`src/annexb_pkg.sv`:
```
// ----------------------------------------------------------------------------
// annexb_pkg
// shared types and constants for the annex b nal splitter and classifier
// ----------------------------------------------------------------------------
package annexb_pkg;

  localparam int MAX_NAL_BYTES = 1048576;
  // counter headroom above the largest length so saturation is visible
  localparam int TALLY_CAP     = MAX_NAL_BYTES + 64;
  localparam int TALLY_W       = $clog2(TALLY_CAP + 1);
  localparam int LEN_W         = 21;
  localparam int CNT_W         = 32;
  localparam int OUT_BITS      = 2 + 1 + 2 + 5 + 1 + LEN_W + 3 + CNT_W;
  localparam int OUT_W         = ((OUT_BITS + 7) / 8) * 8;
  localparam int ZRUN_W        = 6;
  localparam logic [ZRUN_W-1:0] ZRUN_MAX = ZRUN_W'(32);

  localparam logic [3:0] KIND_BAD = 4'd15;

  typedef enum logic {
    PH_PREFIX  = 1'b0,
    PH_PAYLOAD = 1'b1
  } phase_t;

  typedef enum logic [1:0] {
    GS_FIRST  = 2'd0,
    GS_SECOND = 2'd1,
    GS_DONE   = 2'd2,
    GS_BAD    = 2'd3
  } gstage_t;

  typedef enum logic [1:0] {
    ST_OK        = 2'd0,
    ST_NO_PREFIX = 2'd1,
    ST_SATURATED = 2'd2
  } status_t;

  typedef enum logic [2:0] {
    FC_OTHER = 3'd0,
    FC_P     = 3'd1,
    FC_B     = 3'd2,
    FC_I     = 3'd3,
    FC_SEI   = 3'd4,
    FC_SPS   = 3'd5,
    FC_PPS   = 3'd6
  } fclass_t;

  localparam logic [4:0] NUT_SLICE = 5'd1;
  localparam logic [4:0] NUT_IDR   = 5'd5;
  localparam logic [4:0] NUT_SEI   = 5'd6;
  localparam logic [4:0] NUT_SPS   = 5'd7;
  localparam logic [4:0] NUT_PPS   = 5'd8;

  // slice header parse state as seen after the current byte
  typedef struct packed {
    gstage_t              stage;
    logic [3:0]           kind;
    logic [TALLY_W-1:0]   end_index;
  } gview_t;

  // one nal descriptor
  typedef struct packed {
    logic [CNT_W-1:0] i_slice_total;
    fclass_t          frame_class;
    logic [LEN_W-1:0] payload_length;
    logic             long_prefix;
    logic [4:0]       unit_type;
    logic [1:0]       ref_idc;
    logic             forbidden_flag;
    status_t          status;
  } nal_desc_t;

  // slice_type to frame class
  function automatic fclass_t slice_class(input logic [3:0] kind);
    fclass_t c;
    c = FC_OTHER;
    case (kind)
      4'd0, 4'd3, 4'd5, 4'd8: c = FC_P;
      4'd1, 4'd6:             c = FC_B;
      4'd2, 4'd4, 4'd7, 4'd9: c = FC_I;
      default:                c = FC_OTHER;
    endcase
    return c;
  endfunction

endpackage

```
`src/annexb_golomb.sv`:
```
// ----------------------------------------------------------------------------
// annexb_golomb
// bytewise exp-golomb decoder for first_mb and slice_type of a slice header
// ----------------------------------------------------------------------------
module annexb_golomb
  import annexb_pkg::*;
(
  input  logic               clk,
  input  logic               rst_n,
  input  logic               en,        // consume one byte
  input  logic               clear,     // new nal opens
  input  logic [7:0]         data,
  input  logic [TALLY_W-1:0] index,
  output gview_t             view
);

  gstage_t             stage_r, stage_nxt;
  logic [ZRUN_W-1:0]   zrun_r, zrun_nxt;
  logic                nz_r, nz_nxt;     // leading one seen
  logic [3:0]          val_r, val_nxt;   // value, low bits
  logic                ovf_r, ovf_nxt;   // value grew past 15
  logic [3:0]          kind_r, kind_nxt;
  logic [TALLY_W-1:0]  end_r, end_nxt;

  always_comb begin
    logic done;
    stage_nxt = stage_r;
    zrun_nxt  = zrun_r;
    nz_nxt    = nz_r;
    val_nxt   = val_r;
    ovf_nxt   = ovf_r;
    kind_nxt  = kind_r;
    end_nxt   = end_r;
    done      = 1'b0;
    if (en) begin
      for (int i = 7; i >= 0; i--) begin
        if (stage_nxt == GS_FIRST || stage_nxt == GS_SECOND) begin
          done = 1'b0;
          if (!nz_nxt) begin
            if (!data[i]) begin
              zrun_nxt = zrun_nxt + 1'b1;
              if (zrun_nxt > ZRUN_MAX) begin
                stage_nxt = GS_BAD;
              end
            end else begin
              nz_nxt  = 1'b1;
              val_nxt = 4'd1;
              ovf_nxt = 1'b0;
              done    = (zrun_nxt == '0);
            end
          end else begin
            ovf_nxt  = ovf_nxt | val_nxt[3];
            val_nxt  = {val_nxt[2:0], data[i]};
            zrun_nxt = zrun_nxt - 1'b1;
            done     = (zrun_nxt == '0);
          end
          if (done) begin
            if (stage_nxt == GS_FIRST) begin
              stage_nxt = GS_SECOND;
            end else begin
              kind_nxt  = (!ovf_nxt && val_nxt <= 4'd10) ? (val_nxt - 4'd1) : KIND_BAD;
              stage_nxt = GS_DONE;
              end_nxt   = index;
            end
            zrun_nxt = '0;
            nz_nxt   = 1'b0;
            val_nxt  = '0;
            ovf_nxt  = 1'b0;
          end
        end
      end
    end
  end

  always_ff @(posedge clk) begin
    if (!rst_n || clear) begin
      stage_r <= GS_FIRST;
      zrun_r  <= '0;
      nz_r    <= 1'b0;
      val_r   <= '0;
      ovf_r   <= 1'b0;
      kind_r  <= '0;
      end_r   <= '0;
    end else if (en) begin
      stage_r <= stage_nxt;
      zrun_r  <= zrun_nxt;
      nz_r    <= nz_nxt;
      val_r   <= val_nxt;
      ovf_r   <= ovf_nxt;
      kind_r  <= kind_nxt;
      end_r   <= end_nxt;
    end
  end

  assign view.stage     = stage_nxt;
  assign view.kind      = kind_nxt;
  assign view.end_index = end_nxt;

endmodule

```
`src/annexb_core.sv`:
```
// ----------------------------------------------------------------------------
// annexb_core
// start code tracking, length count and descriptor build for one byte a cycle while step is high
// ----------------------------------------------------------------------------
module annexb_core
  import annexb_pkg::*;
(
  input  logic       clk,
  input  logic       rst_n,
  input  logic       step,       // process one byte
  input  logic [7:0] data,
  input  logic       eos,
  output logic       res_valid,
  output nal_desc_t  res
);

  phase_t              phase_r, phase_nxt;
  logic [23:0]         recent_r, recent_nxt;
  logic [2:0]          seen_r, seen_nxt;
  logic                long_r, long_nxt;
  logic [TALLY_W-1:0]  tally_r, tally_nxt;
  logic [7:0]          hdr_r, hdr_nxt;
  logic [CNT_W-1:0]    icnt_r, icnt_nxt;

  logic                g_en, g_clear;
  gview_t              gv;

  logic [23:0]         shifted;
  logic [2:0]          seen_inc;
  logic [TALLY_W-1:0]  tally_inc;
  logic                long_hit, short_hit, emit;
  logic                open_nal, open_long, to_prefix;
  logic [TALLY_W-1:0]  len;

  assign shifted   = {recent_r[15:0], data};
  assign seen_inc  = seen_r + 3'd1;
  assign tally_inc = (tally_r < TALLY_W'(TALLY_CAP)) ? tally_r + 1'b1 : tally_r;
  assign long_hit  = (recent_r == 24'h0) && (data == 8'h01);
  assign short_hit = !long_hit && (recent_r[15:0] == 16'h0) && (data == 8'h01);
  assign len       = long_hit  ? tally_inc - TALLY_W'(4) :
                     short_hit ? tally_inc - TALLY_W'(3) : tally_inc;

  assign g_en    = step && (phase_r == PH_PAYLOAD) && (tally_r != '0);
  assign g_clear = step && open_nal;

  annexb_golomb u_golomb (
    .clk   (clk),
    .rst_n (rst_n),
    .en    (g_en),
    .clear (g_clear),
    .data  (data),
    .index (tally_r),
    .view  (gv)
  );

  // phase transitions
  always_comb begin
    phase_nxt = phase_r;
    open_nal  = 1'b0;
    open_long = 1'b0;
    to_prefix = 1'b0;
    unique case (phase_r)
      PH_PREFIX: begin
        if (seen_inc == 3'd3 && shifted == 24'h000001) begin
          open_nal  = !eos;
          to_prefix = eos;
        end else if (seen_inc >= 3'd4) begin
          open_nal  = !eos && long_hit;
          open_long = 1'b1;
          to_prefix = eos || !long_hit;
        end else begin
          to_prefix = eos;
        end
      end
      PH_PAYLOAD: begin
        if (long_hit || short_hit) begin
          open_nal  = !eos;
          open_long = long_hit;
          to_prefix = eos;
        end else begin
          to_prefix = eos;
        end
      end
      default: begin
        to_prefix = 1'b1;
      end
    endcase
    if (open_nal) begin
      phase_nxt = PH_PAYLOAD;
    end else if (to_prefix) begin
      phase_nxt = PH_PREFIX;
    end
  end

  // datapath and descriptor
  always_comb begin
    logic [7:0] hdr_eff;
    fclass_t    cls;
    recent_nxt = recent_r;
    seen_nxt   = seen_r;
    long_nxt   = long_r;
    tally_nxt  = tally_r;
    hdr_nxt    = hdr_r;
    icnt_nxt   = icnt_r;
    emit       = 1'b0;
    res        = '0;
    hdr_eff    = '0;
    cls        = FC_OTHER;

    if (phase_r == PH_PREFIX) begin
      recent_nxt = shifted;
      seen_nxt   = seen_inc;
      if (seen_inc >= 3'd4 && !long_hit) begin
        emit       = 1'b1;
        res.status = ST_NO_PREFIX;
      end
    end else begin
      if (tally_r == '0) begin
        hdr_nxt = data;
      end
      tally_nxt  = tally_inc;
      recent_nxt = shifted;
      emit       = long_hit || short_hit || eos;
      if (len != '0) begin
        hdr_eff = hdr_nxt;
      end
      if (len != '0 && (hdr_eff[4:0] == NUT_SLICE || hdr_eff[4:0] == NUT_IDR)) begin
        if (gv.stage == GS_DONE && gv.end_index < len) begin
          cls = slice_class(gv.kind);
          // the i slice count moves only when the descriptor goes out
          if (emit && (gv.kind == 4'd2 || gv.kind == 4'd7)) begin
            icnt_nxt = icnt_r + 1'b1;
          end
        end
      end else if (hdr_eff[4:0] == NUT_SEI) begin
        cls = FC_SEI;
      end else if (hdr_eff[4:0] == NUT_SPS) begin
        cls = FC_SPS;
      end else if (hdr_eff[4:0] == NUT_PPS) begin
        cls = FC_PPS;
      end
      res.status         = (len > TALLY_W'(MAX_NAL_BYTES)) ? ST_SATURATED : ST_OK;
      res.forbidden_flag = hdr_eff[7];
      res.ref_idc        = hdr_eff[6:5];
      res.unit_type      = hdr_eff[4:0];
      res.long_prefix    = long_r;
      res.payload_length = (len > TALLY_W'(MAX_NAL_BYTES)) ? LEN_W'(MAX_NAL_BYTES)
                                                          : LEN_W'(len);
      res.frame_class    = cls;
    end
    res.i_slice_total = icnt_nxt;

    if (open_nal) begin
      recent_nxt = 24'h000001;
      seen_nxt   = '0;
      long_nxt   = open_long;
      tally_nxt  = '0;
      hdr_nxt    = '0;
    end else if (to_prefix) begin
      recent_nxt = '0;
      seen_nxt   = '0;
    end
  end

  assign res_valid = step && emit;

  always_ff @(posedge clk) begin
    if (!rst_n) begin
      phase_r  <= PH_PREFIX;
      recent_r <= '0;
      seen_r   <= '0;
      long_r   <= 1'b0;
      tally_r  <= '0;
      hdr_r    <= '0;
      icnt_r   <= '0;
    end else if (step) begin
      phase_r  <= phase_nxt;
      recent_r <= recent_nxt;
      seen_r   <= seen_nxt;
      long_r   <= long_nxt;
      tally_r  <= tally_nxt;
      hdr_r    <= hdr_nxt;
      icnt_r   <= icnt_nxt;
    end
  end

endmodule

```
`src/annexb_nal_splitter_classifier.sv`:
```
// ----------------------------------------------------------------------------
// annexb_nal_splitter_classifier
// splits an annex b byte stream at start codes and reports one descriptor per nal
// ----------------------------------------------------------------------------
//
//   channel  dir  payload                                   framing
//   -------  ---  ----------------------------------------  ----------------------
//   in_*     in   tdata = data_byte                         tlast = end_of_stream
//   out_*    out  tdata = nal descriptor (see port comment)  none
//
// one byte per clock sustained while the output is taken: each transfer enters
// the input register, is processed by the start code, length and slice header
// logic and lands in the output register, so out_tvalid rises once the byte that
// ends its nal has gone through the input register and the output register.
// a byte that ends nothing gives no output transfer.
// rst_n is synchronous; it clears both valid bits, the phase and i slice count.
// while the output register holds an untaken descriptor the input register
// holds too, whether or not its byte ends a nal, and in_tready drops only if it
// is also full.
//
module annexb_nal_splitter_classifier
  import annexb_pkg::*;
(
  input  logic             clk,
  input  logic             rst_n,
  input  logic             in_tvalid,
  output logic             in_tready,
  input  logic [7:0]       in_tdata,   // [7:0] data_byte
  input  logic             in_tlast,   // end_of_stream
  output logic             out_tvalid,
  input  logic             out_tready,
  output logic [OUT_W-1:0] out_tdata   // [1:0] status, [2] forbidden_flag,
                                       // [4:3] ref_idc, [9:5] unit_type,
                                       // [10] long_prefix, [31:11] payload_length,
                                       // [34:32] frame_class, [66:35] i_slice_total,
                                       // upper bits zero
);

  logic       s1_valid_r;
  logic [7:0] s1_byte_r;
  logic       s1_eos_r;
  logic       out_valid_r;
  nal_desc_t  out_desc_r;

  logic       out_free;
  logic       advance;
  logic       res_valid;
  nal_desc_t  res;

  assign out_free  = !out_valid_r || out_tready;
  assign advance   = s1_valid_r && out_free;
  assign in_tready = !s1_valid_r || out_free;

  // input register
  always_ff @(posedge clk) begin
    if (!rst_n) begin
      s1_valid_r <= 1'b0;
    end else if (in_tready) begin
      s1_valid_r <= in_tvalid;
    end
  end

  always_ff @(posedge clk) begin
    if (in_tready && in_tvalid) begin
      s1_byte_r <= in_tdata;
      s1_eos_r  <= in_tlast;
    end
  end

  annexb_core u_core (
    .clk       (clk),
    .rst_n     (rst_n),
    .step      (advance),
    .data      (s1_byte_r),
    .eos       (s1_eos_r),
    .res_valid (res_valid),
    .res       (res)
  );

  // result register
  always_ff @(posedge clk) begin
    if (!rst_n) begin
      out_valid_r <= 1'b0;
    end else if (out_free) begin
      out_valid_r <= res_valid;
    end
  end

  always_ff @(posedge clk) begin
    if (res_valid) begin
      out_desc_r <= res;
    end
  end

  assign out_tvalid = out_valid_r;
  assign out_tdata  = {{(OUT_W - OUT_BITS){1'b0}}, out_desc_r};

endmodule
```
`config.mk`:
```
export PLATFORM = sky130hd
export DESIGN_NAME = annexb_nal_splitter_classifier
export DESIGN_NICKNAME = d
export VERILOG_FILES = /design/src/annexb_pkg.sv /design/src/annexb_golomb.sv /design/src/annexb_core.sv /design/src/annexb_nal_splitter_classifier.sv
export SDC_FILE = /design/constraint.sdc
export NUM_CORES = 1
export LEC_CHECK = 0
export BUFFER_PORTS_ARGS = -buffer_cell sky130_fd_sc_hd__buf_2
export CORE_ASPECT_RATIO = 0.75
export CORE_MARGIN = 2
export CORE_UTILIZATION = 50
export CTS_CLUSTER_DIAMETER = 40
export DETAILED_ROUTE_END_ITERATION = 10
export GPL_TIMING_DRIVEN = 0
export PLACE_DENSITY = 0.73
export SLEW_MARGIN = 0
export SYNTH_ARGS = -nofsm -noshare
export SYNTH_HDL_FRONTEND = slang
export SYNTH_SLANG_ARGS = --single-unit
```
`constraint.sdc`:
```
create_clock -name clk -period 15.1 [get_ports clk]
set_clock_uncertainty 0.1 [all_clocks]
set_input_delay 3.775 -clock clk [delete_from_list [all_inputs] [get_ports clk]]
set_output_delay 3.775 -clock clk [all_outputs]
set_load 0.005 [all_outputs]
```
# ---- Word level (Yosys, flattened, before mapping)
# Memories as Yosys holds them, arrays and structs flattened.
# Index checks and enable logic that the tools add are counted.
dict set report word_totals {
  regBits 207
  mem_bits_ro 32
  output_inout_bits 74
  word_cells 597
  mem_count 1
}
# name words word_bits read_ports rd_clocked_by_memory_dff write_ports line_no
set memory_table {}
lappend memory_table {{(no name shown)} 16 2 1 0 0 annexb_pkg.sv:77} ;# case (kind)
dict set report op_classes {
  n_addsub 29
  order_cmp 20
  eq_ne 20
  mux 395
  bitwise 9
  reduce_logical 96
}
# op count
set op_table {}
lappend op_table {{21-bit 2-to-1 mux} 32}
lappend op_table {{4-bit 2-to-1 mux} 89}
lappend op_table {{6-bit 2-to-1 mux} 39}
lappend op_table {{2-bit 2-to-1 mux} 74}
lappend op_table {{1-bit 2-to-1 mux} 139}
lappend op_table {{32-bit 2-to-1 mux} 4}
lappend op_table {{6-bit logical NOT} 16}
lappend op_table {{6-bit by 1-bit adder with 6-bit output, second input constant} 8}
lappend op_table {{6-bit > comparator, second input constant} 8}
lappend op_table {{24-bit 2-to-1 mux} 2}
lappend op_table {{6-bit by 1-bit subtractor with 6-bit output, second input constant} 8}
lappend op_table {{21-bit nonzero test} 2}
lappend op_table {{8-bit 2-to-1 mux} 5}
lappend op_table {{32-bit by 1-bit adder with 32-bit output, second input constant} 1}
lappend op_table {{4-bit less-or-equal comparator, second input constant} 8}
lappend op_table {{2-bit logical NOT} 16}
lappend op_table {{4-bit by 1-bit subtractor with 4-bit output, second input constant} 8}
lappend op_table {{24-bit by 1-bit == test with 1-bit output, second input constant} 1}
lappend op_table {{24-bit logical NOT} 1}
lappend op_table {{3-bit 2-to-1 mux} 8}
lappend op_table {{1-bit logical AND} 23}
lappend op_table {{21-bit by 1-bit adder with 21-bit output, second input constant} 1}
lappend op_table {{21-bit > comparator, second input constant} 1}
lappend op_table {{21-bit logical NOT} 1}
lappend op_table {{25 further kinds} 74}

# ---- Longest topological paths before layout
# Gate-level depths: netlist of run 1.
dict set report depth {
  word_depth 90
  mapped_depth 85
  ltp_nobuf 79
}

# ---- By module
# From an unflattened synthesis of run 1, not the netlist that was laid out.
dict set report hier_totals {
  hier_cells 2271
  area_unflattened_um2 18567.8
}
# mod n_inst cells_per_inst area_per_inst_um2
set by_module_without_submodules {}
lappend by_module_without_submodules {annexb_golomb 1 1246 9034.9}
lappend by_module_without_submodules {annexb_core 1 934 7105.6}
lappend by_module_without_submodules {annexb_nal_splitter_classifier 1 91 2427.3}

# ---- Worst setup path after synthesis of run 1
# OpenSTA, ideal clock, no wires.
dict set report synth_path {
  path_kind {reg2reg}
  from {reg u_core.u_golomb.zrun_r[0]}
  to {reg out_desc_r, in the netlist out_tdata[47], data pin}
  setup_time_ps 266
  arrival_time_ps 15820
  setup_slack_ps -1086
  path_stages_with_launch 77
  n_path_buf 6
  period_less_slack_ps 16186
  cell_sequence {dfxtp_1 -> buf_6 -> or4_4 -> and4_1 -> buf_6 -> o41ai_4 -> inv_2 -> ha_1 -> mux2_2 -> a2111oi_4 -> nor2_2 -> a22oi_1 -> ha_1 -> nand2b_1 -> mux2_2 -> and4bb_1 -> o21a_1 -> a21o_1 -> [... 41 more ...] -> a21oi_1 -> nor2b_1 -> o21ai_0 -> nand2b_1 -> a21oi_1 -> nor2b_1 -> o21ai_0 -> a21boi_0 -> o21ai_0 -> nand2_1 -> a2111oi_0 -> o211ai_1 -> o21ba_2 -> nand2_1 -> buf_4 -> clkbuf_1 -> nor3_1 -> xor2_1}
}
# element line_no
set synth_rtl {}
lappend synth_rtl {{start, declared} annexb_golomb.sv:18} ;# logic [ZRUN_W-1:0] zrun_r, zrun_nxt;
lappend synth_rtl {{start signal, assigned} annexb_golomb.sv:86} ;# zrun_r <= zrun_nxt;
lappend synth_rtl {{end signal, assigned} annexb_nal_splitter_classifier.sv:91} ;# out_desc_r <= res;
lappend synth_rtl {{end, declared} annexb_nal_splitter_classifier.sv:43} ;# nal_desc_t out_desc_r;

==> flow_summary_export.csv, run 1 <==
group,metric,value,unit
setup_path,arrival,15.45,ns
clock_network,cts_tree,"built",
die,start_util,0.507,
yosys,synth_warnings,0,
timing,fin_crit_sh,1.00,
yosys,seq_area_frac_synth,0.279,
timing,slew_headroom,0.340,
clock_network,cts_buffers,25,
placed_design,dp_hpwl,42000,um
power,switching_share,0.449,
yosys,synthAdderAreaFrac,0.0512,
yosys,synthSimpleGateAreaFrac,0.267,
timing,final_period_minus_worst_setup_slack,15.16,ns
placed_design,pre_cts_ws,-2.83,ns
die,core_area,34700,um2
die,placementRows,59,
timing,setup-tns-final,-0.148,ns
clock_network,cts_sinks,207,
yosys,async_flop_share,0,
power,p_seq_frac,0.205,
global_route,grtUsageTotal,0.306,
clock_network,ctsHoldBuffers,0,
global_route,grt_pass1_vias,16800,
setup_path,slowest_delay,0.54,ns
clock_network,cts_max_level,1,
setup_path,cp_slowest_cell,"or4_4",
timing,max_freq,66.0,MHz
timing,fin_ws,-0.0574,ns
yosys,netlist-cell-type-count,129,
power,power,2.83,mW
run_status,violations,"negative setup slack",
global_route,antenna_found_initial,0,
yosys,synth_mux_area_frac,0.0297,
route,ant_nets,0,
layout,area_delta_synth_final,23.1,%
yosys,yosysMostFrequentCell,"nor2_1",
die,die_y,166,um
yosys,synth_compound_area_frac,0.257,
route,first_iter_violations,2003,
route,vias,18500,
clock_network,cts.path.max_buffers,3,
power,p_leak,8.71,nW
setup_path,worstSetupStartpointType,"flip-flop",
yosys,ys_seq_elements,207,
yosys,synth_largest_area_cell,"dfxtp_1",
global_route,grt_pass1_wl,91500,um
power,p_int,1.56,mW
yosys,synth_edf_count,76,
setup_path,crit_type,"flip-flop to flip-flop",
setup_path,endpoint_kind,"flip-flop",
yosys,synth_common_cells,"nor2_1, nand2_1, a21oi_1",
timing,rsz0062_at_grt,"true",
yosys,synthCells,2175,
clock_network,clockRootBuffer,"clkbuf_16",
clock_network,clkTransAtPathRegs,0.07,ns
setup_path,cp_max_fo,10,
min_path,hold_path.class,"flip-flop to flip-flop",
yosys,syn_area,17600,um2
run_status,status,"finished with violations",
route,wl_per_cell,20.6,um
yosys,yosysTopAreaCellShare,0.149,
timing,drv_slew,0,
yosys,ys_top_cells_by_area,"dfxtp_1, edfxtp_1, nor2_1",
power,power.share.clock,0.217,
job,max_cap_violations,0,
setup_path,worst_path_most_repeated_cell,"ha_4",
yosys,synthXorXnorAreaFrac,0.0634,
layout,num-nets-final,2456,
global_route,overflow,0,
placed_design,io_buffers,81,
yosys,synth_top_flop_cell,"dfxtp_1",
setup_path,r2r_slack,-0.06,ns
global_route,grt_max_degree,69,
die,io_pins,87,
power,p_switching,1.27,mW
route,viasPerCell,6.50,
timing,tightestPinTransition,0.990,ns
timing,setup_viol,8,
route,wirelength,58500,um
yosys,synth_top_family_by_area,"simple AND/OR/NAND/NOR gates",
power,power.density,130,nW/um2
timing,hold_viol_final,0,
power,p_comb_frac,0.578,
placed_design,gp_congestion,0.945,
layout,antenna_cells,0,
clock_network,clk_latency,0.54,ns
power,ir_worst_vdd,0.163,mV
route,drc,0,
yosys,avgSynthCellArea,8.09,um2
setup_path,crit_required,15.39,ns
route,drt_pre_antenna_iters,6,
die,dieArea,36700,um2
layout,drive_gt1_frac,0.226,
die,dieWidth,221,um
==> metal layers <==
| layer | global-route usage | vias up | share of wire |
|---|---|---|---|
| met3 | 0.0652 | 88 | 0.099 |
| met1 | 0.468 | 8972 | 0.46 |
| met4 | 0.0525 | 0 | 0.017 |
| met5 | 0 | - | 0 |
| met2 | 0.444 | 870 | 0.42 |
| li1 | - | 8582 | - |
==> timing repair <==
item / 4_1_cts / 5_1_grt
endpoints found under the setup margin: 66 / 66
gates cloned: 4 / 0
setup buffers: 60 / 22
pin swaps: 72 / 53
resized for setup: 128 / 78
==> layout by cell type, fill, tap and decap left out, types with 16 or more instances in the layout <==
cell type / instances
nand2b_1: 23
o31ai_1: 16
buf_4: 99
nor2_1: 232
clkbuf_1: 73
ha_1: 59
o21ai_0: 101
nand4_1: 25
mux2_2: 20
nand2_1: 161
o22ai_1: 28
nand4b_1: 23
mux2i_1: 23
nor3_4: 28
and3_1: 50
inv_1: 54
xnor2_1: 45
clkbuf_16: 29
o41ai_2: 18
nor4_1: 21
or3_1: 17
a21o_1: 17
dfxtp_1: 129
a211oi_1: 23
and2_1: 20
edfxtp_1: 76
a22oi_1: 46
buf_2: 91
xor2_1: 58
nor3_1: 54
nand3_1: 89
nor2b_1: 35
a21oi_1: 134
==> power by group through the flow <==
stage                     Combinational (mW)  Clock (mW)  Sequential, mW
after global routing                    1.74       0.639           0.581
after global placement                  1.28           0           0.593
after detailed placement                1.30           0           0.593
after CTS                               1.48       0.616           0.580
after floorplan                        0.993           0           0.592
final                                   1.63       0.613           0.581
==> sequential cells by signal (all words and copies together) (netlist names), 2 cells and up <==
signal and cells:
u_core.tally_r 21, u_core.u_golomb.kind_r 4, u_core.icnt_r 32, u_core.u_golomb.end_r 21, u_core.seen_r 3, u_core.u_golomb.zrun_r 6, u_core.u_golomb.stage_r 2, out_tdata 67
s1_byte_r 8, u_core.recent_r 24, u_core.u_golomb.val_r 4, u_core.hdr_r 8
==> worst max-delay path: cells and delay by family, from the launching register on <==
kind / cells / cell delay [ns]
compound gates: 32 / 6.10
xor+xnor: 1 / 0.14
fa+ha+maj: 8 / 1.48
buf+inv: 14 / 1.61
flops: 1 / 0.32
mux: 3 / 0.89
simple gates: 21 / 4.31
==> logic make-up after synthesis <==
family / Yosys count
compound gates: 636
xor+xnor: 120
fa+ha+maj: 72
buf+inv: 199
flops: 207
mux: 49
other cells: 1
simple gates: 891
==> through the flow <==
step / util / cells / hold slack [ns] / instance area (um2)
2_1_floorplan: - / 2179 / 0.327 / 18100
4_1_cts: 0.608 / 2826 / 0.360 / 21100
3_3_place_gp: 0.550 / 2717 / 0.343 / 19100
3_5_place_dp: 0.550 / 2717 / 0.352 / 19100
5_1_grt: 0.624 / 2846 / 0.407 / 21700
6_report: 0.624 / 2846 / 0.373 / 21700
==> path summary, 6_finish.rpt <==
path / startpoint / to / cells past startpoint
worst max-delay path: u_core.u_golomb.zrun_r[1] / u_core.icnt_r[10] / 79
worst min-delay path: u_core.long_r / u_core.long_r / 2
worst min register to register: u_core.long_r / u_core.long_r / 2
worst max register to register: u_core.u_golomb.zrun_r[1] / u_core.icnt_r[10] / 79
==> layout make-up <==
type                            instances  area [um2]
Clock buffer                           31         669
Sequential cell                       207        4910
Inverter                               68         270
Multi-Input combinational cell       1773       13200
Buffer                                130         818
Clock inverter                         14         158
Fill cell                            3029       13000
Timing Repair Buffer                  166        1080
Tap cell                              457         572
Power figures use the tool's default switching activity.
==> inputs of run 2 (changes only) <==
BUFFER_PORTS_ARGS = not set   (was -buffer_cell sky130_fd_sc_hd__buf_2)
DONT_BUFFER_PORTS = 1   (was not set)
PLACE_DENSITY = 0.71   (was 0.73)
==> flow_summary_export.csv, run 2 (synthesized netlist as in run 1, its figures left out) <==
group,metric,value,unit
timing,hold_viol_final,0,
die,start_util,0.507,
run_status,status,"finished clean",
setup_path,cp_slowest_cell,"or4_4",
placed_design,dp_hpwl,41700,um
setup_path,worst_path_most_repeated_cell,"ha_4",
die,die_y,166,um
power,p_seq_frac,0.208,
global_route,grtUsageTotal,0.299,
timing,rsz0062_at_grt,"true",
layout,final_cell_mix,"nor2_1, nand2_1, a21oi_1, dfxtp_1, buf_4",
route,drc,0,
power,p_switching,1.24,mW
power,p_comb_frac,0.576,
layout,num-nets-final,2387,
layout,final_common_cell,"nor2_1",
setup_path,worstReg2RegStart,"u_core.u_golomb.zrun_r[1]",
timing,setup_viol,0,
layout,fin_util,0.611,
clock_network,cts.path.max_buffers,3,
placed_design,pre_cts_ws,-2.77,ns
power,p_int,1.54,mW
min_path,hold_path.class,"flip-flop to flip-flop",
layout,largest_reg_flops,67,
timing,final_period_minus_worst_setup_slack,15.10,ns
global_route,grt_pass1_vias,16300,
power,switching_share,0.447,
route,wl_per_cell,20.6,um
timing,tightestPinTransition,0.961,ns
clock_network,ctsHoldBuffers,0,
placed_design,gp_congestion,0.960,
timing,max_freq,66.2,MHz
clock_network,cts_sinks,207,
setup_path,worstSetupStartpointType,"flip-flop",
layout,drive_gt1_frac,0.201,
setup_path,crit_type,"flip-flop to flip-flop",
die,placementRows,59,
global_route,overflow,0,
power,ir_worst_vdd,0.179,mV
layout,area_delta_synth_final,20.5,%
setup_path,endpoint_kind,"flip-flop",
power,p_leak,8.32,nW
die,dieWidth,221,um
route,drt_pre_antenna_iters,7,
global_route,antenna_found_initial,0,
setup_path,r2r_cells,78,
setup_path,r2r_slack,0.004,ns
timing,fin_crit_sh,1.00,
timing,drv_slew,0,
placed_design,io_buffers,0,
layout,antenna_cells,0,
setup_path,worstSetupEndpoint,"u_core.icnt_r[9]",
die,core_area,34700,um2
clock_network,clockRootBuffer,"clkbuf_16",
job,max_cap_violations,0,
clock_network,cts_tree,"built",
setup_path,cp-startpoint,"u_core.u_golomb.zrun_r[1]",
route,vias,18100,
route,wirelength,57200,um
route,first_iter_violations,2064,
die,io_pins,87,
power,power.density,131,nW/um2
setup_path,cp_max_fo,7,
route,ant_nets,0,
setup_path,arrival,15.40,ns
setup_path,crit_required,15.41,ns
setup_path,rr_endpoint,"u_core.icnt_r[9]",
timing,fin_ws,0.00352,ns
clock_network,cts_buffers,25,
setup_path,slowest_delay,0.52,ns
global_route,grt_max_degree,67,
clock_network,clkTransAtPathRegs,0.06,ns
route,viasPerCell,6.52,
timing,slew_headroom,0.360,
global_route,grt_pass1_wl,89400,um
clock_network,clk_latency,0.54,ns
clock_network,cts_max_level,1,
die,dieArea,36700,um2
power,power.share.clock,0.216,
-- run 2: cell types whose count changed in the layout (fill, tap and decap cells not counted), moves of 5 or more --
cell,previous run,this run
a21oi_1,134,129
a21oi_2,4,10
buf_2,91,8
buf_4,99,111
nor3_2,3,11
nor3_4,28,20
o41ai_1,2,7
o41ai_2,18,12
-- run 2: worst min-delay path by stage --
stage	end	start	cells past startpoint	slack, ns
after global routing	u_core.long_r	u_core.long_r	2	0.41
after floorplan	u_core.long_r	u_core.long_r	2	0.33
after detailed placement	u_core.long_r	u_core.long_r	2	0.36
final	u_core.long_r	u_core.long_r	2	0.37
after global placement	u_core.long_r	u_core.long_r	2	0.34
after CTS	u_core.long_r	u_core.long_r	2	0.37
-- run 2: through the flow --
stage | instance area [um2] | hold slack (ns) | total power, mW | TNS [ns] | std cells
after floorplan | 18100 | 0.327 | 1.58 | 0 | 2179
after global placement | 18700 | 0.342 | 1.87 | -176.28 | 2636
after detailed placement | 18700 | 0.357 | 1.88 | -176.37 | 2637
after CTS | 20500 | 0.366 | 2.63 | 0 | 2746
after global routing | 21200 | 0.406 | 2.92 | -25.52 | 2777
final | 21200 | 0.373 | 2.79 | 0 | 2777
-- run 2: repair_timing --
action | in CTS | in global routing
endpoints found under the setup margin | 66 | 66
cloned | 3 | 0
gates resized for setup | 98 | 89
pin swaps | 53 | 74
setup buffers | 61 | 32
-- run 2: per-layer routing --
metal / routed length [um] / up-vias / global-route usage
li1: - / 8452 / -
met5: 0 / - / 0
met4: 843 / 0 / 0.0504
met2: 23900 / 846 / 0.424
met3: 5100 / 75 / 0.0429
met1: 27400 / 8734 / 0.479
-- run 2: power groups by stage --
stage / logic, mW / registers (mW) / clock network [mW]
after floorplan: 0.993 / 0.592 / 0
after global placement: 1.27 / 0.593 / 0
after detailed placement: 1.29 / 0.593 / 0
after CTS: 1.44 / 0.580 / 0.610
after global routing: 1.71 / 0.581 / 0.631
final: 1.60 / 0.581 / 0.602
-- run 2: cell type report --
type                       count  area, um2
buffer                       130        820
sequential                   207       4910
clock buffer                  31        648
multi-input combinational   1773      13000
fill                        2956      13500
tap                          457        572
timing repair buffer          97        772
inverter                      68        273
clock inverter                14        166
-- run 2: worst max-delay path: cells and delay by family (launching register included) --
kind / cells / cell delay (ns)
AOI/OAI and AO/OA: 32 / 6.23
xor gates and xnor gates: 1 / 0.13
adders and majority gates: 8 / 1.45
buffers and inverters: 13 / 1.52
DFF: 1 / 0.33
muxes: 3 / 0.89
and+or+nand+nor: 21 / 4.23
